--- src/hdl/sat_pkg.sv ---
package sat_pkg;

    localparam logic [1:0] OP_ADD   = 2'd0;
    localparam logic [1:0] OP_ADD2  = 2'd1;
    localparam logic [1:0] OP_QUERY = 2'd2;
    localparam logic [1:0] OP_READ  = 2'd3;

    localparam logic [2:0] ST_OK      = 3'd0;
    localparam logic [2:0] ST_PRESENT = 3'd1;
    localparam logic [2:0] ST_FULL    = 3'd2;
    localparam logic [2:0] ST_RANGE   = 3'd3;
    localparam logic [2:0] ST_POS     = 3'd4;

    localparam logic [1:0] RS_OK      = 2'd0;
    localparam logic [1:0] RS_PRESENT = 2'd1;
    localparam logic [1:0] RS_FULL    = 2'd2;
    localparam logic [1:0] RS_NONE    = 2'd3;

    localparam logic [8:0] NODE_COUNT_RST = 9'd256;

    typedef struct packed {
        logic load;
        logic clr;
        logic n_lat;
        logic probe;
        logic step;
        logic eq_rd;
        logic q_res;
        logic res_present;
        logic res_full;
        logic sh_init;
        logic sh_rd;
        logic sh_wr;
        logic ins_wr;
        logic swap;
        logic pos_rd;
        logic pos_bad;
        logic elem_lat;
        logic out_load;
    } sat_cmd_t;

    typedef struct packed {
        logic       in_range;
        logic [1:0] op;
        logic       lo_lt_hi;
        logic       found;
        logic       full;
        logic       sh_more;
        logic       pos_ok;
        logic       dual_go;
        logic       clr_last;
        logic       out_free;
    } sat_stat_t;

endpackage

--- src/hdl/sat_ctrl.sv ---
module sat_ctrl (
    input  logic               clk,
    input  logic               rst_n,
    input  logic               s_tvalid,
    output logic               s_tready,
    input  sat_pkg::sat_stat_t stat,
    output sat_pkg::sat_cmd_t  cmd
);
    import sat_pkg::*;

    localparam logic [3:0] S_CLEAR = 4'd0;
    localparam logic [3:0] S_IDLE  = 4'd1;
    localparam logic [3:0] S_CNT   = 4'd2;
    localparam logic [3:0] S_NLAT  = 4'd3;
    localparam logic [3:0] S_SRCH  = 4'd4;
    localparam logic [3:0] S_CMP   = 4'd5;
    localparam logic [3:0] S_EQW   = 4'd6;
    localparam logic [3:0] S_SHIFT = 4'd7;
    localparam logic [3:0] S_SHW   = 4'd8;
    localparam logic [3:0] S_RDCHK = 4'd9;
    localparam logic [3:0] S_RDW   = 4'd10;
    localparam logic [3:0] S_SWAP  = 4'd11;
    localparam logic [3:0] S_FIN   = 4'd12;

    logic [3:0] state_reg;
    logic [3:0] state_next;

    assign s_tready = (state_reg == S_IDLE);

    always_ff @(posedge clk or negedge rst_n)
    begin
        if (!rst_n)
        begin
            state_reg <= S_CLEAR;
        end
        else
        begin
            state_reg <= state_next;
        end
    end

    always_comb
    begin
        cmd        = '0;
        state_next = state_reg;
        case (state_reg)
            S_CLEAR:
            begin
                cmd.clr = 1'b1;
                if (stat.clr_last)
                begin
                    state_next = S_IDLE;
                end
            end
            S_IDLE:
            begin
                if (s_tvalid)
                begin
                    cmd.load   = 1'b1;
                    state_next = stat.in_range ? S_CNT : S_FIN;
                end
            end
            S_CNT:
            begin
                state_next = S_NLAT;
            end
            S_NLAT:
            begin
                cmd.n_lat  = 1'b1;
                state_next = (stat.op == OP_READ) ? S_RDCHK : S_SRCH;
            end
            S_SRCH:
            begin
                if (stat.lo_lt_hi)
                begin
                    cmd.probe  = 1'b1;
                    state_next = S_CMP;
                end
                else
                begin
                    cmd.eq_rd  = 1'b1;
                    state_next = S_EQW;
                end
            end
            S_CMP:
            begin
                cmd.step   = 1'b1;
                state_next = S_SRCH;
            end
            S_EQW:
            begin
                if (stat.op == OP_QUERY)
                begin
                    cmd.q_res  = 1'b1;
                    state_next = S_FIN;
                end
                else if (stat.found)
                begin
                    cmd.res_present = 1'b1;
                    state_next      = S_FIN;
                end
                else if (stat.full)
                begin
                    cmd.res_full = 1'b1;
                    state_next   = S_FIN;
                end
                else
                begin
                    cmd.sh_init = 1'b1;
                    state_next  = S_SHIFT;
                end
            end
            S_SHIFT:
            begin
                if (stat.sh_more)
                begin
                    cmd.sh_rd  = 1'b1;
                    state_next = S_SHW;
                end
                else
                begin
                    cmd.ins_wr = 1'b1;
                    state_next = stat.dual_go ? S_SWAP : S_FIN;
                end
            end
            S_SHW:
            begin
                cmd.sh_wr  = 1'b1;
                state_next = S_SHIFT;
            end
            S_RDCHK:
            begin
                if (stat.pos_ok)
                begin
                    cmd.pos_rd = 1'b1;
                    state_next = S_RDW;
                end
                else
                begin
                    cmd.pos_bad = 1'b1;
                    state_next  = S_FIN;
                end
            end
            S_RDW:
            begin
                cmd.elem_lat = 1'b1;
                state_next   = S_FIN;
            end
            S_SWAP:
            begin
                cmd.swap   = 1'b1;
                state_next = S_CNT;
            end
            S_FIN:
            begin
                if (stat.out_free)
                begin
                    cmd.out_load = 1'b1;
                    state_next   = S_IDLE;
                end
            end
            default:
            begin
                state_next = S_CLEAR;
            end
        endcase
    end

endmodule

--- config.mk ---
export PLATFORM = sky130hd
export DESIGN_NAME = sat_ctrl
export DESIGN_NICKNAME = d
export VERILOG_FILES = /design/src/hdl/sat_pkg.sv /design/src/hdl/sat_ctrl.sv
export SDC_FILE = /design/constraint.sdc
export NUM_CORES = 1
export LEC_CHECK = 0
export ABC_CLOCK_PERIOD_IN_PS = 1800
export BUFFER_PORTS_ARGS = -buffer_cell sky130_fd_sc_hd__buf_4
export CORE_UTILIZATION = 44
export CTS_CLUSTER_SIZE = 16
export DETAILED_ROUTE_END_ITERATION = 12
export PLACE_DENSITY = 0.78
export SETUP_SLACK_MARGIN = 0.5
export SLEW_MARGIN = 20
export SYNTH_ARGS = -nofsm -noshare
export SYNTH_HDL_FRONTEND = slang
export SYNTH_SLANG_ARGS = --single-unit
--- constraint.sdc ---
create_clock -name clk -period 1.8 [get_ports clk]
set_input_delay 0.36 -clock clk [delete_from_list [all_inputs] [get_ports clk]]
set_output_delay 0.36 -clock clk [all_outputs]
set_load 0.01 [all_outputs]
==> metrics.log, run 1 <==
[metrics] clock tree buffer depth: 2
[metrics] CTS Root Buffer Type: clkbuf_4
[metrics] placement row count: 13
[metrics] placer congestion estimate: 0.873
[metrics] largest net degree at the start of global routing: 13
[metrics] initial antenna violation count: 0
[metrics] initial cell density of the core: 0.481
[metrics] number of top-level design ports: 33
[metrics] cell area after synthesis: 642 sq um
[metrics] Log Error: [ERROR DPL-0033] detailed placement checks failed during check placement.
[metrics] CTS buffer count: 3
[metrics] clock sink total: 4
[metrics] placed insts: 130
[metrics] run status: did not finish
[metrics] number of nets in the synthesized netlist: 99
[metrics] Die W: 40.2 microns
[metrics] syn_area_per_cell: 7.55 sq um
[metrics] number of port buffers: 32
[metrics] portion of the post-synthesis area used by sequential elements: 0.156
[metrics] area post-placement: 937 sq um
[metrics] kind of the worst endpoint: top-level output
[metrics] Die H: 40.2 microns
[metrics] number of warnings printed during yosys synthesis: 0
[metrics] Worst endpoint, post-GRT repair: cmd[8]
[metrics] number of cells produced by synthesis: 85
[metrics] Synth cell types: 36
[metrics] primary flip-flop cell chosen by synthesis mapping: dfrtp_1
[metrics] halt point of the flow: global routing (5_1_grt)
[metrics] share of synthesized flip-flops with an asynchronous set or reset: 1.00
[metrics] EDFF count, synth: 0
[metrics] number of H-tree branching levels: 1
[metrics] HPWL after DPL: 1.42 mm
[metrics] Seq cells post-synth: 4
-- metrics by stage --
stage | utilization | setup slack, ns | hold slack, ns
2_1_floorplan | - | 0.415 | 0.0644
3_3_place_gp | 0.703 | 0.294 | 0.156
3_5_place_dp | 0.703 | 0.258 | 0.159
4_1_cts | 0.856 | 0.0762 | 0.425
-- cell usage after synthesis (2+ instances only) --
master / number / area, sq um
dfrtp_1: 4 / 100
buf_6: 2 / 22.5
nor3_1: 8 / 40.0
nor2_1: 6 / 22.5
nor3_2: 3 / 30.0
buf_2: 3 / 15.0
inv_1: 4 / 15.0
o21ai_0: 3 / 15.0
a21o_1: 3 / 22.5
nand2_1: 6 / 22.5
and4_1: 2 / 17.5
nor4_1: 4 / 25.0
buf_4: 3 / 22.5
a211oi_1: 2 / 15.0
o21a_1: 2 / 15.0
nor2b_1: 2 / 12.5
a31oi_1: 2 / 12.5
nand2b_1: 4 / 25.0
a21oi_1: 5 / 25.0
-- logic make-up after synthesis --
logic type	after synthesis	share of synthesized area
simple gates	43	0.437
compound gates	25	0.275
flops	4	0.156
mux	1	0.0156
buf+inv	12	0.117
-- repair_timing --
item,in CTS
setup endpoints to repair,22
hold buffers,1
buffers inserted,10
hold endpoints to repair,4
pin swaps,5
gates resized for setup,23
==> run 2, diff against run 1 <==
--- a/config.mk
+++ b/config.mk
@@ -7,11 +7,10 @@
 export LEC_CHECK = 0
 export ABC_CLOCK_PERIOD_IN_PS = 1800
 export BUFFER_PORTS_ARGS = -buffer_cell sky130_fd_sc_hd__buf_4
-export CORE_UTILIZATION = 44
-export CTS_CLUSTER_SIZE = 16
+export CORE_AREA = 2 2 63 65
 export DETAILED_ROUTE_END_ITERATION = 12
-export PLACE_DENSITY = 0.78
-export SETUP_SLACK_MARGIN = 0.5
+export DIE_AREA = 0 0 65 67
+export PLACE_DENSITY_LB_ADDON = 0.15
 export SLEW_MARGIN = 20
 export SYNTH_ARGS = -nofsm -noshare
 export SYNTH_HDL_FRONTEND = slang
==> run 2 against run 1 <==
The run now ends clean. Synthesized cell count unchanged. Synthesized area unchanged.
==> metrics.log, run 2 <==
[metrics] total power per unit cell area: 1370 mW/mm^2
[metrics] post-route insts no fill: 169
[metrics] primary flip-flop cell chosen by synthesis mapping: dfrtp_1
[metrics] length of the first detailed-routing pass in iterations: 4
[metrics] maximum operating frequency: 580 MHz
[metrics] Hold Vio Cnt, Final: 0
[metrics] Slew HR: 0.706
[metrics] vias per inst: 4.45
[metrics] EDFF count, synth: 0
[metrics] largest net degree at the start of global routing: 18
[metrics] Initial DRC Count: 64
[metrics] placement row count: 22
[metrics] Seq cells post-synth: 4
[metrics] Congestion Overflow GR: 0
[metrics] Max Transition Viols Final: 0
[metrics] fraction of the mapped netlist area in adder cells: 0
[metrics] vias in the first global route: 760
[metrics] max-cap violations: 0
[metrics] placer congestion estimate: 0.773
[metrics] largest clock skew in the final design: 0.00444 ns
[metrics] placed insts: 161
[metrics] clock sink total: 4
[metrics] die area: 0.00436 sq mm
[metrics] total power consumption of the routed design: 0.00140 W
[metrics] area share of the largest cell type after synthesis: 0.156
[metrics] Reg-to-Reg End: state_reg[0]
[metrics] Synth Area in XOR/XNOR: 0
[metrics] CTS buffer count: 3
[metrics] Final setup violation count: 0
[metrics] most frequent cells after synthesis: nor3_1, nand2_1, nor2_1
[metrics] proportion of layout cells with a drive suffix above 1: 0.488
[metrics] initial cell density of the core: 0.178
[metrics] hold path startpoint: stat[2]
[metrics] area inside the core boundary: 0.00361 sq mm
[metrics] worst skew pair latency: 0.22 ns
[metrics] aggregate global-route resource usage: 0.104
[metrics] number of H-tree branching levels: 1
[metrics] arrival time of the worst setup path: 1.36 ns
[metrics] clock tree buffer depth: 2
[metrics] global-route wire length before repair: 3.52 mm
[metrics] transition time at the pin with the least slew margin: 0.438 ns
[metrics] Setup crit start kind: register
[metrics] final wirelength: 2.15 mm
[metrics] compound-cell area share of the yosys netlist: 0.275
[metrics] initial antenna violation count: 0
[metrics] main area contributors after synthesis: dfrtp_1, nor3_1, nor3_2, a21oi_1, nand2b_1
[metrics] minimum clock period: 1.72 ns
[metrics] static leakage: 0.452 nW
[metrics] final sum of negative setup slack: 0 ns
[metrics] peak fanout along the critical path: 6
[metrics] hold path depth: 3
[metrics] mux cell area share after synthesis: 0.0156
[metrics] layout overhead on the synthesized area: 58.9%
[metrics] clock tree from TritonCTS: done
[metrics] required time at the worst-slack endpoint: 1.44 ns
[metrics] number of nets in the synthesized netlist: 99
[metrics] Synth cell types: 36
[metrics] ratio of final minimum period to clock period: 0.958
[metrics] Wirelength per Cell: 12.7 microns
[metrics] simple logic cell fraction of the synthesized area: 0.437
[metrics] class of the tightest hold or removal check: primary input to register
[metrics] Die H: 67 microns
[metrics] total inserted antenna cells: 0
[metrics] number of top-level design ports: 33
[metrics] launch point of the worst reg-to-reg path: state_reg[2]
[metrics] HPWL after DPL: 1.73 mm
[metrics] number of cells produced by synthesis: 85
[metrics] leading cell type by number of instances after synthesis: nor3_1
[metrics] cell type contributing the most total cell area after synthesis: dfrtp_1
[metrics] syn_area_per_cell: 7.55 sq um
[metrics] setup repair after global routing missed its margin: no
[metrics] commonest non-fill, non-tap cell in the layout: buf_4
[metrics] number of warnings printed during yosys synthesis: 0
[metrics] worst hold-check slack: 0.448 ns
[metrics] number of remaining DRC errors: 0
[metrics] cell area after synthesis: 642 sq um
[metrics] most used cells in the layout excluding fill and tap cells: buf_4, nor3_1
[metrics] worst setup slack for register-to-register paths: 0.29 ns
[metrics] Worst Reg-to-Reg Cells: 5
[metrics] flip-flop count of the largest register, all copies and words added: 4
[metrics] final antenna-violating net count: 0
[metrics] crit path capture type: primary output
[metrics] via total after detailed routing: 752
[metrics] clock-pin slew of the registers on the worst-case setup and hold paths: 0.03 ns
[metrics] CTS Root Buffer Type: clkbuf_8
[metrics] main combinational cell family by area after synthesis: simple AND/OR/NAND/NOR gates
[metrics] portion of the post-synthesis area used by sequential elements: 0.156
[metrics] run status: finished, final reports clean
[metrics] endpoint of the worst hold-timing path: state_reg[1]
[metrics] number of port buffers: 32
[metrics] path type of the worst setup path: register to primary output
[metrics] Die W: 65 microns
[metrics] worst supply voltage drop on vdd: 218 uV
[metrics] fin util: 0.283
[metrics] Total Nets Final: 137
[metrics] share of synthesized flip-flops with an asynchronous set or reset: 1.00
-- run 2: cell counts after synthesis --
Identical to the previous run, type by type.
-- run 2: per-layer routing --
metal	share of wire	up-vias	track usage	wire length, microns
li1	-	389	-	-
met1	0.44	337	0.125	938
met2	0.51	21	0.180	1090
met3	0.034	5	0.0118	73
met4	0.021	0	0.0559	46
met5	0	-	0	0
-- run 2: cell type report --
class,instances,area (sq um)
Tap cell,48,60.1
Inverter,4,15.0
Fill cell,404,2590
Clock buffer,3,41.3
Timing Repair Buffer,41,314
Sequential cell,4,105
Multi-Input combinational cell,69,484
-- run 2: stage by stage --
stage | instance area [sq um] | setup WS [ns]
global placement | 912 | 0.184
global route | 1020 | 0.00368
CTS | 981 | 0.00809
finish | 1020 | 0.0759
detailed placement | 912 | 0.199
floorplan | 642 | 0.229
-- run 2: what timing repair did --
action | 4_1_cts | 5_1_grt
hold buffers | 1 | 0
pin swaps | 0 | 1
buffers inserted | 1 | 3
resized for setup | 4 | 6
endpoints found under the setup margin | 4 | 8
endpoints found under the hold margin | 4 | 0
-- run 2: where the power goes --
| group | switching [W] | internal (W) |
|---|---|---|
| clock network | 0.0000501 | 0.000143 |
| logic | 0.000518 | 0.000463 |
| registers | 0.0000797 | 0.000143 |
-- run 2: how the worst max path moves through the flow --
stage                 start  endpoint  slack, ns  cells past startpoint
6_report       state_reg[3]    cmd[8]       0.08                      3
5_1_grt        state_reg[1]   cmd[17]      0.004                      4
4_1_cts        state_reg[1]   cmd[14]      0.008                      4
3_5_place_dp   state_reg[0]    cmd[5]       0.20                      4
3_3_place_gp   state_reg[0]   cmd[15]       0.18                      4
2_1_floorplan  state_reg[2]   cmd[17]       0.23                      4
-- run 2: cell families after synthesis --
family                 after synthesis
AND/OR/NAND/NOR                     43
AO/OA/AOI/OAI                       25
buffers and inverters               12
flip-flops                           4
multiplexers                         1
-- run 2: worst max-delay path, stage by stage, from the launching register on --
cell	delay (ns)
dfrtp_2	0.43
and4bb_1	0.32
nor4b_4	0.23
buf_4	0.17
(Power assumes the default switching activity.)
